[src/hw/rtl/sha1_pkg.sv]
// Package with the constants and types shared by the SHA-1 digest modules.
package sha1_pkg;
	localparam logic [31:0] K0 = 32'h5A827999;
	localparam logic [31:0] K1 = 32'h6ED9EBA1;
	localparam logic [31:0] K2 = 32'h8F1BBCDC;
	localparam logic [31:0] K3 = 32'hCA62C1D6;
	localparam logic [31:0] H0 = 32'h67452301;
	localparam logic [31:0] H1 = 32'hEFCDAB89;
	localparam logic [31:0] H2 = 32'h98BADCFE;
	localparam logic [31:0] H3 = 32'h10325476;
	localparam logic [31:0] H4 = 32'hC3D2E1F0;
	localparam logic [7:0] PAD_BYTE = 8'h80;
	localparam logic [5:0] LEN_POS = 6'd56;
	localparam int unsigned ROUNDS = 80;
	localparam logic [2:0] LAST_INDEX = 3'd4;

	typedef struct packed {
		logic put;
		logic [7:0] byte_val;
		logic count_up;
		logic save_len;
		logic put_len;
		logic start;
		logic reset_chain;
	} sha1_cmd_t;

	typedef struct packed {
		logic busy;
		logic [5:0] pos;
	} sha1_stat_t;
endpackage

[src/hw/rtl/sha1_datapath.sv]
// SHA-1 datapath: block buffer, length counter, round engine and chain values.
module sha1_datapath (
	input logic clk,
	input logic arst_n,
	input sha1_pkg::sha1_cmd_t cmd,
	output sha1_pkg::sha1_stat_t stat,
	output logic [31:0] chain [5]
);
	logic [31:0] w_q [16];
	logic [63:0] count_q;
	logic [63:0] len_q;
	logic [31:0] h_q [5];
	logic [31:0] a_q, b_q, c_q, d_q, e_q;
	logic [6:0] round_q;
	logic busy_q;
	logic [5:0] pos;
	logic [31:0] wt, f, k, tmp, wnew;

	assign pos = count_q[8:3];
	assign stat.busy = busy_q;
	assign stat.pos = pos;
	assign chain = h_q;

	assign wnew = w_q[13] ^ w_q[8] ^ w_q[2] ^ w_q[0];
	assign wt = (round_q < 7'd16) ? w_q[0] : {wnew[30:0], wnew[31]};

	always_comb begin
		if (round_q < 7'd20) begin
			f = (b_q & c_q) | (~b_q & d_q);
			k = sha1_pkg::K0;
		end else if (round_q < 7'd40) begin
			f = b_q ^ c_q ^ d_q;
			k = sha1_pkg::K1;
		end else if (round_q < 7'd60) begin
			f = (b_q & c_q) | (b_q & d_q) | (c_q & d_q);
			k = sha1_pkg::K2;
		end else begin
			f = b_q ^ c_q ^ d_q;
			k = sha1_pkg::K3;
		end
	end
	assign tmp = {a_q[26:0], a_q[31:27]} + f + e_q + wt + k;

	always_ff @(posedge clk or negedge arst_n) begin
		if (!arst_n) begin
			count_q <= '0;
			len_q <= '0;
			busy_q <= 1'b0;
			round_q <= '0;
			h_q[0] <= sha1_pkg::H0;
			h_q[1] <= sha1_pkg::H1;
			h_q[2] <= sha1_pkg::H2;
			h_q[3] <= sha1_pkg::H3;
			h_q[4] <= sha1_pkg::H4;
		end else begin
			if (cmd.count_up) begin
				count_q <= count_q + 64'd8;
			end
			if (cmd.save_len) begin
				len_q <= count_q;
			end
			if (cmd.start) begin
				busy_q <= 1'b1;
				round_q <= '0;
			end else if (busy_q) begin
				round_q <= round_q + 7'd1;
				if (round_q == 7'(sha1_pkg::ROUNDS - 1)) begin
					busy_q <= 1'b0;
					h_q[0] <= h_q[0] + tmp;
					h_q[1] <= h_q[1] + a_q;
					h_q[2] <= h_q[2] + {b_q[1:0], b_q[31:2]};
					h_q[3] <= h_q[3] + c_q;
					h_q[4] <= h_q[4] + d_q;
				end
			end
			if (cmd.reset_chain) begin
				count_q <= '0;
				h_q[0] <= sha1_pkg::H0;
				h_q[1] <= sha1_pkg::H1;
				h_q[2] <= sha1_pkg::H2;
				h_q[3] <= sha1_pkg::H3;
				h_q[4] <= sha1_pkg::H4;
			end
		end
	end

	always_ff @(posedge clk) begin
		if (cmd.start) begin
			a_q <= h_q[0];
			b_q <= h_q[1];
			c_q <= h_q[2];
			d_q <= h_q[3];
			e_q <= h_q[4];
		end else if (busy_q) begin
			e_q <= d_q;
			d_q <= c_q;
			c_q <= {b_q[1:0], b_q[31:2]};
			b_q <= a_q;
			a_q <= tmp;
		end
	end

	// The message schedule is a shift line: word 0 is the round word in rounds 0-15.
	always_ff @(posedge clk) begin
		if (busy_q) begin
			for (int i = 0; i < 15; i++) begin
				w_q[i] <= w_q[i + 1];
			end
			w_q[15] <= wt;
		end else if (cmd.put_len) begin
			w_q[14] <= len_q[63:32];
			w_q[15] <= len_q[31:0];
		end else if (cmd.put) begin
			case (pos[1:0])
				2'd0: w_q[pos[5:2]] <= {cmd.byte_val, 24'd0};
				2'd1: w_q[pos[5:2]][23:16] <= cmd.byte_val;
				2'd2: w_q[pos[5:2]][15:8] <= cmd.byte_val;
				default: w_q[pos[5:2]][7:0] <= cmd.byte_val;
			endcase
		end
	end

	a_start_idle: assert property (@(posedge clk) disable iff (!arst_n)
		cmd.start |-> !busy_q) else $error("compression started while busy");
	a_no_put_busy: assert property (@(posedge clk) disable iff (!arst_n)
		busy_q |-> !cmd.put && !cmd.count_up) else $error("byte written during rounds");
	a_round_range: assert property (@(posedge clk) disable iff (!arst_n)
		busy_q |-> round_q < 7'(sha1_pkg::ROUNDS)) else $error("round counter out of range");
endmodule

[config.mk]
export PLATFORM = sky130hd
export DESIGN_NAME = sha1_datapath
export DESIGN_NICKNAME = d
export VERILOG_FILES = /design/src/hw/rtl/sha1_pkg.sv /design/src/hw/rtl/sha1_datapath.sv
export SDC_FILE = /design/constraint.sdc
export NUM_CORES = 2
export LEC_CHECK = 0
export BUFFER_PORTS_ARGS = -buffer_cell sky130_fd_sc_hd__buf_2
export CAP_MARGIN = 0
export CORE_MARGIN = 4
export CORE_UTILIZATION = 55
export DETAILED_ROUTE_END_ITERATION = 7
export PLACE_DENSITY = 0.78
export SYNTH_ARGS = -nofsm -noshare
export SYNTH_HDL_FRONTEND = slang
export SYNTH_SLANG_ARGS = --single-unit
[constraint.sdc]
create_clock -name clk -period 7.6 [get_ports clk]
set_input_delay 1.14 -clock clk [delete_from_list [all_inputs] [get_ports clk]]
set_output_delay 1.14 -clock clk [all_outputs]
set_load 0.01 [all_outputs]
==> results.toml <==
[outcome]
outcome = "finished, final reports clean"

[grt]
antenna_found_initial = 5
grt_overflow = 0
grt_usage_pct = 30.20
grt_max_degree = 155
grt_pass1_vias = 39640
grt_pass1_wl_mm = 241.1

[clocking]
clock_latency_ns = 0.71
cts_tree = "done"
htree_levels = 3
clk_pin_slew_ns = 0.06
cts_root_buf = "clkbuf_16"
clock-sinks = 962
clock_path_buffers = 3
numCtsBuffers = 101
cts_hold_buf = 0

[worst_setup_path]
start_kind = "flop"
slowest_delay_ns = 0.54
slowest_stage = "fa_1"
worstSetupPathType = "flop to flop"
cp-end-kind = "flop"
cp.arrival_ns = 7.91
critical-path-top-delay-family = "compound AO/OA/AOI/OAI gates"
path_buf_inv = 4
cp.required_ns = 8.17
cp_max_fo = 5

[power_and_ir_drop]
max-vdd-ir-drop_uv = 617.8
cellLeakagePower_nw = 25.17
power.total_mw = 26.24
power_density_nw_per_um2 = 434.3

[placement]
place_congestion = 0.9773
hpwl_mm = 113.0
pre_cts_slack_ns = -0.07567
portBuffers = 182
dp.cells = 6380
placed_cell_area_sq_um = 56680

[yosys]
synthArstFlopShare_pct = 30.15
synth-seq-cells = 962
synth.area.top_cells = "edfxtp_1, dfrtp_1, mux2_2, nand2_1, o21ai_0"
syn_nets = 5428
synth_top_area_share_pct = 37.01
syn-cell-area_sq_um = 54530
ys_warn_count = 0
synthCells = 5085
synth_cell_types = 91
yosys.area.top_type = "edfxtp_1"
ys.flop_type = "edfxtp_1"
synth_area_per_cell_sq_um = 10.72
ys_seq_area_share_pct = 50.50
synth-edff-count = 672

[finish]
fin_cells = 6589
syn2layout_area_growth_pct = 10.83
nets = 5552
drive_above_1_share_pct = 15.97
fillCellCount = 7651
final_cell_area_sq_um = 60430
final_util_pct = 61.40

[flow_run]
drv_cap = 0

[detailed_routing]
avgRoutedWirePerCell_um = 24.19
viasPerCell = 6.321
drcViolationCount = 0
vias = 41650
drt_first_pass_iters = 8
wirelength_mm = 159.4
ant_nets = 0
drt_iter0_drc = 5276

[sta]
hold_viol_final = 0
finalClockSkew_ns = 0.04828
whs_ns = 0.3984
setup_tns_ns = 0
worst_pin_slew_ns = 1.304
post-route-period-util_pct = 96.53
fmax_mhz = 136.3
setup_ws_ns = 0.2636
slew_viol_final = 0
finalCriticalPeriod_ns = 7.336
slew_headroom_pct = 12.38
finalSetupViolCount = 0

[floorplan]
io_pins = 183
initial_utilization_pct = 55.40
row_count = 115
dieHeight_um = 322.9
coreArea_sq_um = 98420
dieArea_sq_um = 104200
die_w_um = 322.9

[min_path]
min_path_type = "input port to asynchronous set/reset pin"
==> synthesized netlist by cell type (all sizes together) (70+ instances only) <==
cell / n
xor2: 97
a21o: 89
mux2: 285
mux2i: 70
fa: 125
edfxtp: 672
xnor2: 200
a21oi: 286
clkbuf: 209
nor2: 309
o21ai: 525
nand2b: 84
inv: 211
nand2: 784
dfrtp: 210
ha: 202
dfstp: 80
==> worst reg2reg max path: stages, from the launching register on <==
cell and delay, ns:
dfrtp_1 0.41, buf_4 0.17, nor3_4 0.27, buf_6 0.18, nor2_1 0.05, a21oi_1 0.11, buf_4 0.17, fa_2 0.47
fa_1 0.51, fa_1 0.54, inv_1 0.07, ha_1 0.33, and3_1 0.23, a221o_1 0.36, a22o_1 0.23, a21o_4 0.22
o41ai_4 0.37, xnor2_2 0.18, ha_1 0.39, a21o_1 0.21, a221o_1 0.36, a211o_1 0.24, a221oi_1 0.36, o21ai_1 0.19
o21ai_0 0.23, mux2i_1 0.21, o2111ai_1 0.12
==> layer usage <==
metal	vias up	GRT usage (%)	routed length [um]
li1	18480	-	-
met1	20360	42.75	63860
met2	2403	45.15	69800
met3	407	7.395	18380
met4	4	12.14	7289
met5	-	0	29
==> area by class of cell <==
class	instances	area (sq um)	area share, %
Timing Repair Buffer	263	1569	2.596
Multi-Input combinational cell	3670	25400	42.03
Clock buffer	126	2651	4.387
Clock inverter	66	860.8	1.424
Inverter	211	797.0	1.319
Antenna cell	4	10.01	0.01656
Sequential cell	962	27540	45.57
Tap cell	1287	1610	2.665
==> registers in the layout, indices dropped and copies added, names as in the netlist, 7 cells and up <==
signal	flops
w_q	512
e_q	32
len_q	61
a_q	32
round_q	7
b_q	32
d_q	32
c_q	32
count_q	61
chain	160
==> report_power, final <==
group | leakage (nW) | internal, mW | total (mW) | switching, mW
sequential | 10.1 | 6.09 | 6.42 | 0.326
clock | 1.70 | 3.03 | 5.26 | 2.23
combinational | 13.4 | 6.22 | 14.6 | 8.35
==> final timing paths <==
| check | end | start | slack (ns) | depth (start not counted) |
|---|---|---|---|---|
| min in group clk | len_q[61] | len_q[61] | 0.50 | 1 |
| worst min-delay path | chain[159] | arst_n | 0.40 | 1 |
| max in group asynchronous | chain[35] | arst_n | 5.71 | 2 |
| worst min register to register | len_q[61] | len_q[61] | 0.50 | 1 |
| worst max register to register | chain[158] | round_q[6] | 0.26 | 26 |
| worst max-delay path | chain[158] | round_q[6] | 0.26 | 26 |
==> cells by family (layout without fill, tap and decap cells) <==
logic type      count (synthesis)  in the layout  share of synthesized area [%]
buf+inv                       453            666                          3.196
mux                           355            355                          7.171
compound gates               1231           1231                          13.52
other cells                     0              4                              0
fa+ha+maj                     327            327                          9.224
simple gates                 1460           1460                          11.62
flops                         962            962                          50.50
xor+xnor                      297            297                          4.771
==> layout by cell type, fill, tap and decap left out, types with 15 or more instances in the layout <==
| master | instances |
|---|---|
| or3_1 | 19 |
| xor2_1 | 97 |
| fa_1 | 123 |
| a21o_1 | 88 |
| nand4_1 | 33 |
| edfxtp_1 | 672 |
| buf_4 | 75 |
| xnor2_1 | 197 |
| a211oi_1 | 37 |
| a21oi_1 | 276 |
| ha_1 | 198 |
| bufinv_16 | 15 |
| nand3_1 | 64 |
| dfstp_2 | 80 |
| nand2b_1 | 84 |
| clkbuf_16 | 101 |
| o221ai_1 | 22 |
| o211ai_1 | 57 |
| buf_2 | 180 |
| o21a_1 | 28 |
| o21ai_0 | 511 |
| nor2_1 | 307 |
| nand2_1 | 783 |
| dfrtp_1 | 209 |
| mux2_2 | 285 |
| clkbuf_1 | 22 |
| nor3_1 | 44 |
| and3_1 | 35 |
| nor2b_1 | 27 |
| mux2i_1 | 70 |
| o22ai_1 | 50 |
| inv_1 | 209 |
==> what timing repair did <==
| action | 4_1_cts | 5_1_grt |
|---|---|---|
| gates cloned | 0 | 1 |
| pin swaps | 0 | 9 |
| setup endpoints to repair | 2 | 7 |
| gates resized for setup | 1 | 36 |
| setup buffers | 0 | 12 |
| endpoints found under the hold margin | 0 | 0 |
Note: power is estimated with default switching activity, not from simulation.
